[config.mk]
export PLATFORM = sky130hd
export DESIGN_NAME = tcon_ctrl
export DESIGN_NICKNAME = d
export VERILOG_FILES = /design/src/design/tcon_pkg.sv /design/src/design/tcon_ctrl.sv
export SDC_FILE = /design/constraint.sdc
export NUM_CORES = 1
export LEC_CHECK = 0
export ABC_AREA = 1
export BUFFER_PORTS_ARGS = -buffer_cell sky130_fd_sc_hd__buf_2
export CORE_AREA = 2 2 42 44
export CTS_CLUSTER_DIAMETER = 60
export DETAILED_ROUTE_END_ITERATION = 12
export DIE_AREA = 0 0 44 46
export HOLD_SLACK_MARGIN = 0.03
export PLACE_DENSITY = 0.79
export SYNTH_ARGS = -nofsm -noshare
export SYNTH_HDL_FRONTEND = slang
export SYNTH_SLANG_ARGS = --single-unit
[constraint.sdc]
create_clock -name clk -period 1.6 [get_ports clk]
set_input_delay 0.08 -clock clk [delete_from_list [all_inputs] [get_ports clk]]
set_output_delay 0.08 -clock clk [all_outputs]
set_load 0.03 [all_outputs]
[src/design/tcon_pkg.sv]
`timescale 1ns / 1ps

package tcon_pkg;

	localparam int COLUMNS_DEF = 80;
	localparam int ROWS_DEF    = 25;

	localparam int FUNC_W  = 2;
	localparam int CHAR_W  = 8;
	localparam int COLOR_W = 8;
	localparam int CELL_W  = 16;
	localparam int IDX_W   = 11;
	localparam int POS_W   = 11;

	localparam logic [FUNC_W-1:0] FUNC_PUT   = 2'd0;
	localparam logic [FUNC_W-1:0] FUNC_READ  = 2'd1;
	localparam logic [FUNC_W-1:0] FUNC_CLEAR = 2'd2;

	localparam logic [CHAR_W-1:0]  CHAR_NEWLINE   = 8'd10;
	localparam logic [CHAR_W-1:0]  CHAR_BACKSPACE = 8'd8;
	localparam logic [CHAR_W-1:0]  CHAR_BLANK     = 8'h20;
	localparam logic [COLOR_W-1:0] RESET_COLOR    = 8'd3;

	typedef struct packed {
		logic item_ld;
		logic ptr_clr;
		logic ptr_ld_scroll;
		logic ptr_ld_lastrow;
		logic ptr_inc;
		logic wr_fill_rst;
		logic wr_fill;
		logic wr_chr;
		logic wr_bs;
		logic rd_copy;
		logic rd_cap;
		logic cur_home;
		logic cur_adv;
		logic cur_nl;
		logic cur_bs;
	} cmd_t;

	typedef struct packed {
		logic ptr_last;
		logic row_last;
		logic col_last;
		logic col_zero;
	} sts_t;

endpackage

[src/design/tcon_ctrl.sv]
`timescale 1ns / 1ps

module tcon_ctrl (
	input  logic                         clk,
	input  logic                         arst_n,
	input  logic                         start,
	input  logic [tcon_pkg::FUNC_W-1:0]  func,
	input  logic [tcon_pkg::CHAR_W-1:0]  char_code,
	input  tcon_pkg::sts_t               sts,
	output tcon_pkg::cmd_t               cmd,
	output logic                         busy,
	output logic                         done
);

	localparam logic [3:0] S_INIT      = 4'd0;
	localparam logic [3:0] S_IDLE      = 4'd1;
	localparam logic [3:0] S_CHR       = 4'd2;
	localparam logic [3:0] S_NL        = 4'd3;
	localparam logic [3:0] S_BS        = 4'd4;
	localparam logic [3:0] S_READ      = 4'd5;
	localparam logic [3:0] S_READ_W    = 4'd6;
	localparam logic [3:0] S_CLEAR     = 4'd7;
	localparam logic [3:0] S_SCR_COPY  = 4'd8;
	localparam logic [3:0] S_SCR_DRAIN = 4'd9;
	localparam logic [3:0] S_SCR_BLANK = 4'd10;
	localparam logic [3:0] S_DONE      = 4'd11;

	logic [3:0] state_q;
	logic [3:0] state_d;

	always_ff @(posedge clk or negedge arst_n) begin
		if (!arst_n) begin
			state_q <= S_INIT;
		end else begin
			state_q <= state_d;
		end
	end

	always_comb begin
		cmd     = '0;
		state_d = state_q;
		case (state_q)
			S_INIT: begin
				cmd.wr_fill_rst = 1'b1;
				cmd.ptr_inc     = 1'b1;
				if (sts.ptr_last) begin
					state_d = S_IDLE;
				end
			end
			S_IDLE: begin
				if (start) begin
					cmd.item_ld = 1'b1;
					case (func)
						tcon_pkg::FUNC_PUT: begin
							if (char_code == tcon_pkg::CHAR_NEWLINE) begin
								state_d = S_NL;
							end else if (char_code == tcon_pkg::CHAR_BACKSPACE) begin
								state_d = S_BS;
							end else begin
								state_d = S_CHR;
							end
						end
						tcon_pkg::FUNC_READ: begin
							state_d = S_READ;
						end
						tcon_pkg::FUNC_CLEAR: begin
							cmd.ptr_clr = 1'b1;
							state_d     = S_CLEAR;
						end
						default: begin
							state_d = S_DONE;
						end
					endcase
				end
			end
			S_CHR: begin
				cmd.wr_chr = 1'b1;
				if (sts.col_last) begin
					cmd.cur_nl = 1'b1;
					if (sts.row_last) begin
						cmd.ptr_ld_scroll = 1'b1;
						state_d           = S_SCR_COPY;
					end else begin
						state_d = S_DONE;
					end
				end else begin
					cmd.cur_adv = 1'b1;
					state_d     = S_DONE;
				end
			end
			S_NL: begin
				cmd.cur_nl = 1'b1;
				if (sts.row_last) begin
					cmd.ptr_ld_scroll = 1'b1;
					state_d           = S_SCR_COPY;
				end else begin
					state_d = S_DONE;
				end
			end
			S_BS: begin
				if (!sts.col_zero) begin
					cmd.wr_bs  = 1'b1;
					cmd.cur_bs = 1'b1;
				end
				state_d = S_DONE;
			end
			S_READ: begin
				state_d = S_READ_W;
			end
			S_READ_W: begin
				cmd.rd_cap = 1'b1;
				state_d    = S_DONE;
			end
			S_CLEAR: begin
				cmd.wr_fill = 1'b1;
				cmd.ptr_inc = 1'b1;
				if (sts.ptr_last) begin
					cmd.cur_home = 1'b1;
					state_d      = S_DONE;
				end
			end
			S_SCR_COPY: begin
				cmd.rd_copy = 1'b1;
				cmd.ptr_inc = 1'b1;
				if (sts.ptr_last) begin
					state_d = S_SCR_DRAIN;
				end
			end
			S_SCR_DRAIN: begin
				cmd.ptr_ld_lastrow = 1'b1;
				state_d            = S_SCR_BLANK;
			end
			S_SCR_BLANK: begin
				cmd.wr_fill = 1'b1;
				cmd.ptr_inc = 1'b1;
				if (sts.ptr_last) begin
					state_d = S_DONE;
				end
			end
			S_DONE: begin
				state_d = S_IDLE;
			end
			default: begin
				state_d = S_IDLE;
			end
		endcase
	end

	assign busy = (state_q != S_IDLE);
	assign done = (state_q == S_DONE);

`ifndef ASSERT_OFF
	a_done_single: assert property (@(posedge clk) disable iff (!arst_n)
		done |=> !done)
		else $error("done held for more than one cycle");

	a_accept_busy: assert property (@(posedge clk) disable iff (!arst_n)
		(start && !busy) |=> busy)
		else $error("accepted item did not raise busy");

	a_drain_after_copy: assert property (@(posedge clk) disable iff (!arst_n)
		(state_q == S_SCR_DRAIN) |-> ($past(state_q) == S_SCR_COPY))
		else $error("scroll drain not preceded by copy");
`endif

endmodule

==> metrics.md, run 1 <==
| Metric | Value |
|---|---|
| Status | `finished clean` |
| Clock Pin Slew Worst Setup and Hold Paths | `0.04 ns` |
| Worst path slowest cell | `dfrtp_1` |
| Sequential share of power | `13.0%` |
| Slew Viols, Final | `0` |
| Hold/Removal Path Class | `input port to async pin` |
| Power consumption | `0.00173 W` |
| Largest regs | `state_q: 4 flops` |
| Max reg flops | `4` |
| Layout cells sized above 1 | `31.8%` |
| Core ar. | `1610 sq um` |
| # DRC | `0` |
| Top delay family on crit path | `flip-flops` |
| Synth area leaders | `nand2_1, nor2_1, dfrtp_1, inv_1, ha_1` |
| CTS root buffer | `clkbuf_4` |
| Critical Path RT | `1.52 ns` |
| VDD IR max | `0.818 mV` |
| CTS H-tree lvls | `1` |
| Setup WS post-layout | `0.0398 ns` |
| Yosys reg bits | `4` |
| # setup viols final | `0` |
| Routability cong. | `0.849` |
| Total Routing Usage GR | `15.7%` |
| Crit path arrival time | `1.48 ns` |
| Critical Path Fanout Max | `6` |
| Die area | `2020 sq um` |
| Routed length per instance | `9.57 um` |
| Synth warn | `0` |
| Clock sinks | `4` |
| Top-count cell post-synth | `nand2_1` |
| Switching power | `0.00107 W` |
| Layout area overhead | `36.9%` |
| Slowest stage delay, CP | `0.40 ns` |
| Post-synth top cells | `nand2_1, nor2_1, inv_1, dfrtp_1, nand3_1` |
| Worst-margin pin slew | `0.267 ns` |
| Place WS | `0.129 ns` |
| Largest reg by FF count | `state_q` |
| Post-DP HPWL | `1340 um` |
| Sw Ratio | `61.8%` |
| Vias | `827` |
| Mean Syn Cell Area | `5.22 sq um` |
| Critical Path Stages | `6` |
| Yosys top cell area share | `26.3%` |
| Leak | `0.562 nW` |
| Clock latency at the later pin of the worst-skew pair | `0.24 ns` |
| Tmin final | `1.56 ns` |
| Clock share of power | `7.3%` |
| Initial antenna violation count | `0` |
| TritonCTS clock tree | `done` |
| RSZ-0062 raised after global routing | `yes` |
| CP bufs+invs | `2` |
| Mapped Nets | `140` |
| Crit-path cells | `inv_1 -> nand2_1 -> nor2_2 -> nor2_4 -> o21ai_2 -> buf_4` |
| Peak Freq | `641 MHz` |
| Ys async rst share | `100%` |
| Total gr overflow | `0` |
| Worst r2r path cells | `10` |
| Seq/Total Area, Yosys | `16.0%` |
| Setup crit end kind | `output port` |
| Post-synth EDFFs | `0` |
| Num CTS Buffers | `3` |
| Die width | `44 um` |
| Buffers added on ports | `33` |
| Starting density of the core | `38.8%` |
| Leading area contributor after synthesis | `nand2_1` |
| Internal cell power | `0.000660 W` |
| Non-filler cells, final | `174` |
| Global-route wire length before repair | `2450 um` |
| Startpoint types | `flop` |
| ANT cells | `0` |
| Max Buffers Root-to-Sink | `2` |
| Cell Pwr Density | `2010 nW/um^2` |
| Nets | `179` |
| Boundary pin count | `34` |
| Combinational power share | `79.7%` |
| Iteration-0 DRC Markers | `17` |
| Distinct cells, synth | `17` |
| Placed Instances | `169` |
| Vias per inst | `4.75` |
| Slew HR | `82.2%` |
| Period Utilization, post-route | `97.5%` |
| Final Hold Fails | `0` |
| Clock skew | `0.00237 ns` |
| FP Rows | `15` |
| Critical path class | `flop to output port` |
| Mapped Area | `627 sq um` |
| Fin util | `53.2%` |
| Vias in the first global route | `646` |
| Dominant synthesized flop cell | `dfrtp_1` |
| Post-Route WL | `1670 um` |
| Post-Syn Instances | `120` |
| Max-cap viol count | `0` |
| Antenna Nets Post-Route | `0` |
| Die Ht | `46 um` |
| Pre-Repair DR Iteration Count | `4` |
| Largest net degree at the start of global routing | `7` |
==> through the flow <==
stage / hold slack [ns] / TNS (ns) / area, sq um
3_5_place_dp: -0.113 / 0 / 811
2_1_floorplan: -0.216 / 0 / 632
6_report: 0.175 / 0 / 858
5_1_grt: 0.205 / -0.0961 / 858
4_1_cts: 0.181 / 0 / 843
3_3_place_gp: -0.114 / 0 / 811
==> area by class of cell <==
type | instances | area, sq um
tap | 17 | 21.3
fill | 165 | 756
timing repair buffer | 35 | 185
clock buffer | 3 | 22.5
sequential | 4 | 100
multi-input combinational | 94 | 450
inverter | 21 | 78.8
==> cells by family after synthesis <==
group	after synthesis	synth area share, %
fa+ha+maj	3	5.99
buf+inv	22	13.8
simple gates	87	57.7
flops	4	16.0
compound gates	4	6.59
==> routing by layer <==
| metal | vias up | track usage (%) | share of wire, % |
|---|---|---|---|
| met5 | - | 0 | 0 |
| met4 | 0 | 5.45 | 0.84 |
| met3 | 3 | 0 | 7.6 |
| met2 | 45 | 31.5 | 54 |
| met1 | 351 | 17.7 | 38 |
| li1 | 428 | - | - |
==> path summary, 6_finish.rpt <==
| check | end | from | slack (ns) |
|---|---|---|---|
| min in group clk | state_q[2]$_DFFE_PN0P_ | start | 0.19 |
| worst max-delay path | cmd[10] | state_q[3]$_DFFE_PN0P_ | 0.04 |
| worst min register to register | state_q[2]$_DFFE_PN0P_ | state_q[2]$_DFFE_PN0P_ | 0.56 |
| worst min-delay path | state_q[2]$_DFFE_PN0P_ | arst_n | 0.17 |
| worst max register to register | state_q[1]$_DFFE_PN0P_ | state_q[1]$_DFFE_PN0P_ | 0.13 |
| max in group asynchronous | state_q[3]$_DFFE_PN0P_ | arst_n | 1.31 |
==> cells in the final DEF, fill, tap and decap left out <==
| cell | instances |
|---|---|
| nand2_1 | 44 |
| buf_2 | 32 |
| nor2_1 | 28 |
| inv_1 | 20 |
| nor2_2 | 4 |
| nand3_1 | 4 |
| dfrtp_1 | 4 |
| ha_1 | 3 |
| clkbuf_4 | 3 |
| nor2_4 | 2 |
| o21ai_2 | 2 |
| buf_4 | 2 |
| inv_2 | 1 |
| or2_2 | 1 |
| and3_1 | 1 |
| nor3_1 | 1 |
| nor3_2 | 1 |
| a21oi_4 | 1 |
| nand2_2 | 1 |
| o21bai_1 | 1 |
| dlygate4sd3_1 | 1 |
==> power by group through the flow <==
stage          clock network [W]  logic [W]  registers, W
4_1_cts                 0.000122    0.00131      0.000223
6_report                0.000126    0.00138      0.000225
2_1_floorplan                  0    0.00100      0.000208
3_5_place_dp                   0    0.00129      0.000224
3_3_place_gp                   0    0.00126      0.000224
5_1_grt                 0.000129    0.00150      0.000231
==> repair_timing <==
item                                    CTS  global route
buffers inserted                          0             1
endpoints found under the setup margin    0             7
gates resized for setup                   0             4
hold buffers                              1             0
endpoints found under the hold margin     4             0
Note: power is estimated with default switching activity, not from simulation.
==> run 2, diff against run 1 <==
==> constraint.sdc (replaced) <==
create_clock -name clk -period 1.75 [get_ports clk]
set_input_delay 0.175 -clock clk [delete_from_list [all_inputs] [get_ports clk]]
set_output_delay 0.175 -clock clk [all_outputs]
set_load 0.03 [all_outputs]
==> run 2 against run 1 <==
  * Core utilization rose by 0.15 points
  * Count of clock-buffer cells in the layout unchanged
  * Worst setup slack improved by 0.073 ns
  * Clock power decreased by 6%
  * Flip-flop and latch count did not move
  * Cell area up 0.29%
  * First-iteration DRC count down 71%
  * Clock skew is 0.00084 ns higher
  * Critical path depth is the same
  * Combinational power fell by 12%
  * Highest routed layer unchanged
==> metrics.md, run 2 (synthesized netlist as in run 1, its figures left out) <==
| Metric | Value |
|---|---|
| # DRC | `0 (unchanged)` |
| Placed Instances | `169 (unchanged)` |
| Critical Path Fanout Max | `5 (was 6)` |
| Vias | `783 (was 827)` |
| CTS root buffer | `clkbuf_4 (unchanged)` |
| Critical Path RT | `1.57 ns (was 1.52 ns)` |
| RSZ-0062 raised after global routing | `no (was yes)` |
| Cell Pwr Density | `1790 nW/um^2 (was 2010 nW/um^2)` |
| Die Ht | `46 um (unchanged)` |
| Die area | `2020 sq um (unchanged)` |
| Total Routing Usage GR | `16.5% (was 15.7%)` |
| Starting density of the core | `38.8% (unchanged)` |
| Design area | `861 sq um (was 858 sq um)` |
| Placed inst area | `811 sq um (unchanged)` |
| Tmin final | `1.64 ns` |
| Hold/Removal Path Class | `input port to flop (was input port to async pin)` |
| Post-Route WL | `1550 um (was 1670 um)` |
| Num CTS Buffers | `3 (unchanged)` |
| Slew Viols, Final | `0 (unchanged)` |
| Layout cells sized above 1 | `32.5% (was 31.8%)` |
| Routability cong. | `0.922 (was 0.849)` |
| Worst path slowest cell | `dfrtp_1 (unchanged)` |
| Largest regs | `state_q: 4 flops (unchanged)` |
| Core ar. | `1610 sq um (unchanged)` |
| Routed length per instance | `8.91 um (was 9.57 um)` |
| Max reg flops | `4 (unchanged)` |
| Setup crit end kind | `output port (unchanged)` |
| FP Rows | `15 (unchanged)` |
| Clock skew | `0.00322 ns (was 0.00237 ns)` |
| Leak | `0.562 nW (about the same)` |
| Die width | `44 um (unchanged)` |
| Setup WS post-layout | `0.113 ns (was 0.0398 ns)` |
| Vias per inst | `4.50 (was 4.75)` |
| Max-cap viol count | `0 (unchanged)` |
| Slew HR | `84.2% (was 82.2%)` |
| Place WS | `0.334 ns (was 0.129 ns)` |
| Period Utilization, post-route | `93.5%` |
| Total Neg Setup Slack | `0 ns (unchanged)` |
| Max Buffers Root-to-Sink | `2 (unchanged)` |
| Antenna Nets Post-Route | `0 (unchanged)` |
| VDD IR max | `0.669 mV (was 0.818 mV)` |
| Crit path arrival time | `1.46 ns (was 1.48 ns)` |
| FF-to-FF setup slack | `0.35 ns (was 0.13 ns)` |
| Iteration-0 DRC Markers | `5 (was 17)` |
| Buffers added on ports | `33 (unchanged)` |
| Boundary pin count | `34 (unchanged)` |
| Clock sinks | `4 (unchanged)` |
| Clock latency at the later pin of the worst-skew pair | `0.24 ns (about the same)` |
| Largest net degree at the start of global routing | `7 (unchanged)` |
| Worst-margin pin slew | `0.237 ns (was 0.267 ns)` |
| Global-route wire length before repair | `2440 um (was 2450 um)` |
| Peak Freq | `611 MHz` |
| # setup viols final | `0 (unchanged)` |
| CTS H-tree lvls | `1 (unchanged)` |
| TritonCTS clock tree | `done (unchanged)` |
| Vias in the first global route | `648 (was 646)` |
| Nets | `179 (unchanged)` |
| Largest reg by FF count | `state_q (unchanged)` |
| Commonest non-fill, non-tap cell in the layout | `nand2_1 (unchanged)` |
| Post-DP HPWL | `1310 um (was 1340 um)` |
| Startpoint types | `flop (unchanged)` |
| Number of fill cells in the layout | `180 (was 165)` |
| Status | `finished clean (unchanged)` |
| Layout area overhead | `37.3% (was 36.9%)` |
| Non-filler cells, final | `174 (unchanged)` |
| Clock Pin Slew Worst Setup and Hold Paths | `0.04 ns (about the same)` |
| Power consumption | `0.00154 W (was 0.00173 W)` |
| Pre-Repair DR Iteration Count | `4 (unchanged)` |
| ANT cells | `0 (unchanged)` |
| Initial antenna violation count | `0 (unchanged)` |
| Crit-path cells | `inv_1 -> nand2_1 -> nor2_2 -> nor2_4 -> o21ai_2 -> buf_4 (unchanged)` |
| Total gr overflow | `0 (unchanged)` |
| Critical path class | `flop to output port (unchanged)` |
| Final Hold Fails | `0 (unchanged)` |
| Slowest stage delay, CP | `0.42 ns (was 0.40 ns)` |
| Most frequent cells in the layout | `nand2_1, buf_2, nor2_1 (unchanged)` |
[run 2: critical path: cells and delay by family, from the launching register on]
kind | cells | cell delay [ns]
compound gates | 1 | 0.10
simple gates | 3 | 0.36
buf+inv | 2 | 0.33
flops | 1 | 0.42
[run 2: repair_timing]
action | 4_1_cts | 5_1_grt
endpoints found under the hold margin | 4 | 0
hold buffers | 1 | 0
buffers inserted | 0 | 1
endpoints found under the setup margin | 0 | 6
gates resized for setup | 0 | 5
[run 2: area by class of cell]
class | instances | area, sq um | share of cell area, %
multi-input cells | 94 | 453 | 52.6
repair buffers | 35 | 185 | 21.5
flip-flops and latches | 4 | 100 | 11.6
inverters | 21 | 78.8 | 9.16
clock buffers | 3 | 22.5 | 2.62
well taps | 17 | 21.3 | 2.47
[run 2: power by group]
group          switching, W  internal, W  leakage (nW)
clock network     0.0000421    0.0000770        0.0138
logic              0.000835     0.000383         0.498
registers         0.0000582     0.000146        0.0496
[run 2: worst paths after layout]
kind                                           to  cells past startpoint              startpoint
hold / removal             state_q[1]$_DFFE_PN0P_                      4                  sts[3]
min in group asynchronous  state_q[3]$_DFFE_PN0P_                      2                  arst_n
setup reg to reg           state_q[1]$_DFFE_PN0P_                     10  state_q[1]$_DFFE_PN0P_
max in group asynchronous  state_q[2]$_DFFE_PN0P_                      2                  arst_n
setup / recovery                          cmd[10]                      6  state_q[2]$_DFFE_PN0P_
hold reg to reg            state_q[3]$_DFFE_PN0P_                      2  state_q[3]$_DFFE_PN0P_
[run 2: per-stage QoR]
stage               hold WS [ns]  util [%]
finish                     0.271      53.3
global route               0.296      53.3
CTS                        0.262      52.2
detailed placement       -0.0144      50.2
global placement         -0.0152      50.2
floorplan                 -0.121         -
[run 2: metal layers]
layer  track usage [%]  share of wire [%]  vias to the layer above
met5                 0                  0                        -
met4              10.9               0.52                        0
met3              1.19                6.0                        2
met2              29.7                 50                       26
met1              18.5                 43                      327
li1                  -                  -                      428
==> run 3, diff against run 2 <==
==> config.mk (replaced) <==
export PLATFORM = sky130hd
export DESIGN_NAME = tcon_ctrl
export DESIGN_NICKNAME = d
export VERILOG_FILES = /design/src/design/tcon_pkg.sv /design/src/design/tcon_ctrl.sv
export SDC_FILE = /design/constraint.sdc
export NUM_CORES = 1
export LEC_CHECK = 0
export ABC_AREA = 1
export CORE_AREA = 2 2 39 41
export CTS_CLUSTER_DIAMETER = 60
export DETAILED_ROUTE_END_ITERATION = 12
export DIE_AREA = 0 0 41 43
export DONT_BUFFER_PORTS = 1
export HOLD_SLACK_MARGIN = 0.03
export PLACE_DENSITY = 0.68
export SYNTH_ARGS = -nofsm -noshare
export SYNTH_HDL_FRONTEND = slang
export SYNTH_SLANG_ARGS = --single-unit
==> run 3 against run 2 <==
  * Die area is 13% lower
  * Global-route usage is 2.2 points higher
  * Wire length is 5.1% lower
  * Highest routed layer unchanged
==> metrics.md, run 3 (synthesized netlist as in run 1, its figures left out) <==
| Metric | Value |
|---|---|
| Peak Freq | `596 MHz (was 611 MHz)` |
| Total Neg Setup Slack | `0 ns (unchanged)` |
| Core ar. | `1380 sq um (was 1610 sq um)` |
| CTS root buffer | `clkbuf_4 (unchanged)` |
| Boundary pin count | `34 (unchanged)` |
| Die Ht | `43 um (was 46 um)` |
| Design area | `785 sq um (was 861 sq um)` |
| Max reg flops | `4 (unchanged)` |
| Layout area overhead | `25.1% (was 37.3%)` |
| Crit path arrival time | `1.50 ns (was 1.46 ns)` |
| Number of fill cells in the layout | `148 (was 180)` |
| Vias | `731 (was 783)` |
| Post-Route WL | `1470 um (was 1550 um)` |
| Vias in the first global route | `639 (was 648)` |
| Placed inst area | `742 sq um (was 811 sq um)` |
| Max Buffers Root-to-Sink | `2 (unchanged)` |
| Die width | `41 um (was 44 um)` |
| Tmin final | `1.68 ns (was 1.64 ns)` |
| Largest net degree at the start of global routing | `7 (unchanged)` |
| CTS H-tree lvls | `1 (unchanged)` |
| Critical Path Fanout Max | `6 (was 5)` |
| Crit-path cells | `inv_1 -> nand2_1 -> nor2_2 -> nor2_4 -> o21ai_2 -> buf_4 (unchanged)` |
| Final Hold Fails | `0 (unchanged)` |
| Layout cells sized above 1 | `21.2% (was 32.5%)` |
| Die area | `1760 sq um (was 2020 sq um)` |
| RSZ-0062 raised after global routing | `no (unchanged)` |
| Largest regs | `state_q: 4 flops (unchanged)` |
| Top delay family on crit path | `simple AND/OR/NAND/NOR gates (was flip-flops)` |
| Iteration-0 DRC Markers | `11 (was 5)` |
| Vias per inst | `4.78 (was 4.50)` |
| Hold/Removal Path Class | `input port to flop (unchanged)` |
| Total Routing Usage GR | `18.6% (was 16.5%)` |
| Worst-margin pin slew | `0.306 ns (was 0.237 ns)` |
| Slew HR | `79.6% (was 84.2%)` |
| Slew Viols, Final | `0 (unchanged)` |
| Initial antenna violation count | `0 (unchanged)` |
| CP bufs+invs | `2 (unchanged)` |
| VDD IR max | `0.805 mV (was 0.669 mV)` |
| FF-to-FF setup slack | `0.30 ns (was 0.35 ns)` |
| Nets | `159 (was 179)` |
| Commonest non-fill, non-tap cell in the layout | `nand2_1 (unchanged)` |
| Period Utilization, post-route | `95.9% (was 93.5%)` |
| Worst path slowest cell | `dfrtp_1 (unchanged)` |
| Clock Pin Slew Worst Setup and Hold Paths | `0.04 ns (about the same)` |
| Clock latency at the later pin of the worst-skew pair | `0.23 ns (was 0.24 ns)` |
| Critical Path Stages | `6 (unchanged)` |
| Worst r2r path cells | `8 (was 10)` |
| Startpoint types | `flop (unchanged)` |
| Pre-Repair DR Iteration Count | `4 (unchanged)` |
| Largest reg by FF count | `state_q (unchanged)` |
| Routability cong. | `0.839 (was 0.922)` |
| Post-DP HPWL | `1210 um (was 1310 um)` |
| Max-cap viol count | `0 (unchanged)` |
| Cell Pwr Density | `1960 nW/um^2 (was 1790 nW/um^2)` |
| FP Rows | `14 (was 15)` |
| Critical Path RT | `1.57 ns (about the same)` |
| Status | `finished clean (unchanged)` |
| Most frequent cells in the layout | `nand2_1, nor2_1, inv_1 (was nand2_1, buf_2, nor2_1)` |
| Setup crit end kind | `output port (unchanged)` |
| Num CTS Buffers | `3 (unchanged)` |
| Clock skew | `0.00188 ns (was 0.00322 ns)` |
| Starting density of the core | `45.3% (was 38.8%)` |
| Clock sinks | `4 (unchanged)` |
| Buffers added on ports | `0 (was 33)` |
| Hold path depth | `3 (was 4)` |
| Total gr overflow | `0 (unchanged)` |
| ANT cells | `0 (unchanged)` |
| Antenna Nets Post-Route | `0 (unchanged)` |
| # setup viols final | `0 (unchanged)` |
| Global-route wire length before repair | `2350 um (was 2440 um)` |
| Slowest stage delay, CP | `0.41 ns (was 0.42 ns)` |
| Critical path class | `flop to output port (unchanged)` |
| TritonCTS clock tree | `done (unchanged)` |
| # DRC | `0 (unchanged)` |
| Routed length per instance | `9.61 um (was 8.91 um)` |
| Leak | `0.480 nW (was 0.562 nW)` |
-- run 3: cell type report --
| type | count | area [sq um] | share of cell area [%] |
|---|---|---|---|
| clock buffer | 3 | 22.5 | 2.87 |
| inverter | 21 | 78.8 | 10.0 |
| multi-input combinational | 94 | 448 | 57.1 |
| sequential | 4 | 100 | 12.8 |
| tap | 16 | 20.0 | 2.55 |
| timing repair buffer | 15 | 115 | 14.7 |
-- run 3: metrics by stage --
step	util, %	power (W)	cells	hold WS, ns	setup slack, ns
floorplan	-	0.00111	120	-0.121	0.163
global placement	53.6	0.00137	148	-0.121	0.299
detailed placement	53.6	0.00139	148	-0.121	0.257
CTS	56.0	0.00152	152	0.139	0.0425
global route	56.7	0.00167	153	0.149	0.00392
finish	56.7	0.00154	153	0.142	0.0715
-- run 3: per-layer routing --
layer	wire length, um	GRT usage [%]
met5	0	0
met4	6	6.00
met3	92	2.09
met2	765	32.2
met1	606	22.5
-- run 3: worst paths after layout --
check,start,to
max,state_q[3]$_DFFE_PN0P_,cmd[10]
min,start,state_q[3]$_DFFE_PN0P_
max reg2reg,state_q[1]$_DFFE_PN0P_,state_q[1]$_DFFE_PN0P_
min reg2reg,state_q[3]$_DFFE_PN0P_,state_q[3]$_DFFE_PN0P_
max in group asynchronous,arst_n,state_q[3]$_DFFE_PN0P_
min in group asynchronous,arst_n,state_q[1]$_DFFE_PN0P_
-- run 3: power by group --
group | internal [W] | switching, W | total [W]
combinational | 0.000388 | 0.000829 | 0.00122
sequential | 0.000146 | 0.0000622 | 0.000208
clock | 0.0000767 | 0.0000378 | 0.000114
-- run 3: repair_timing --
action	CTS	global route
hold endpoints to repair	4	0
gates resized for setup	0	1
buffers inserted	0	1
hold buffers	1	0
setup endpoints to repair	0	4
-- run 3: worst register-to-register path: cells and delay by family, from the launching register on --
| family | cells | cell delay [ns] |
|---|---|---|
| compound gates | 1 | 0.06 |
| buf+inv | 2 | 0.26 |
| flops | 1 | 0.40 |
| simple gates | 5 | 0.63 |
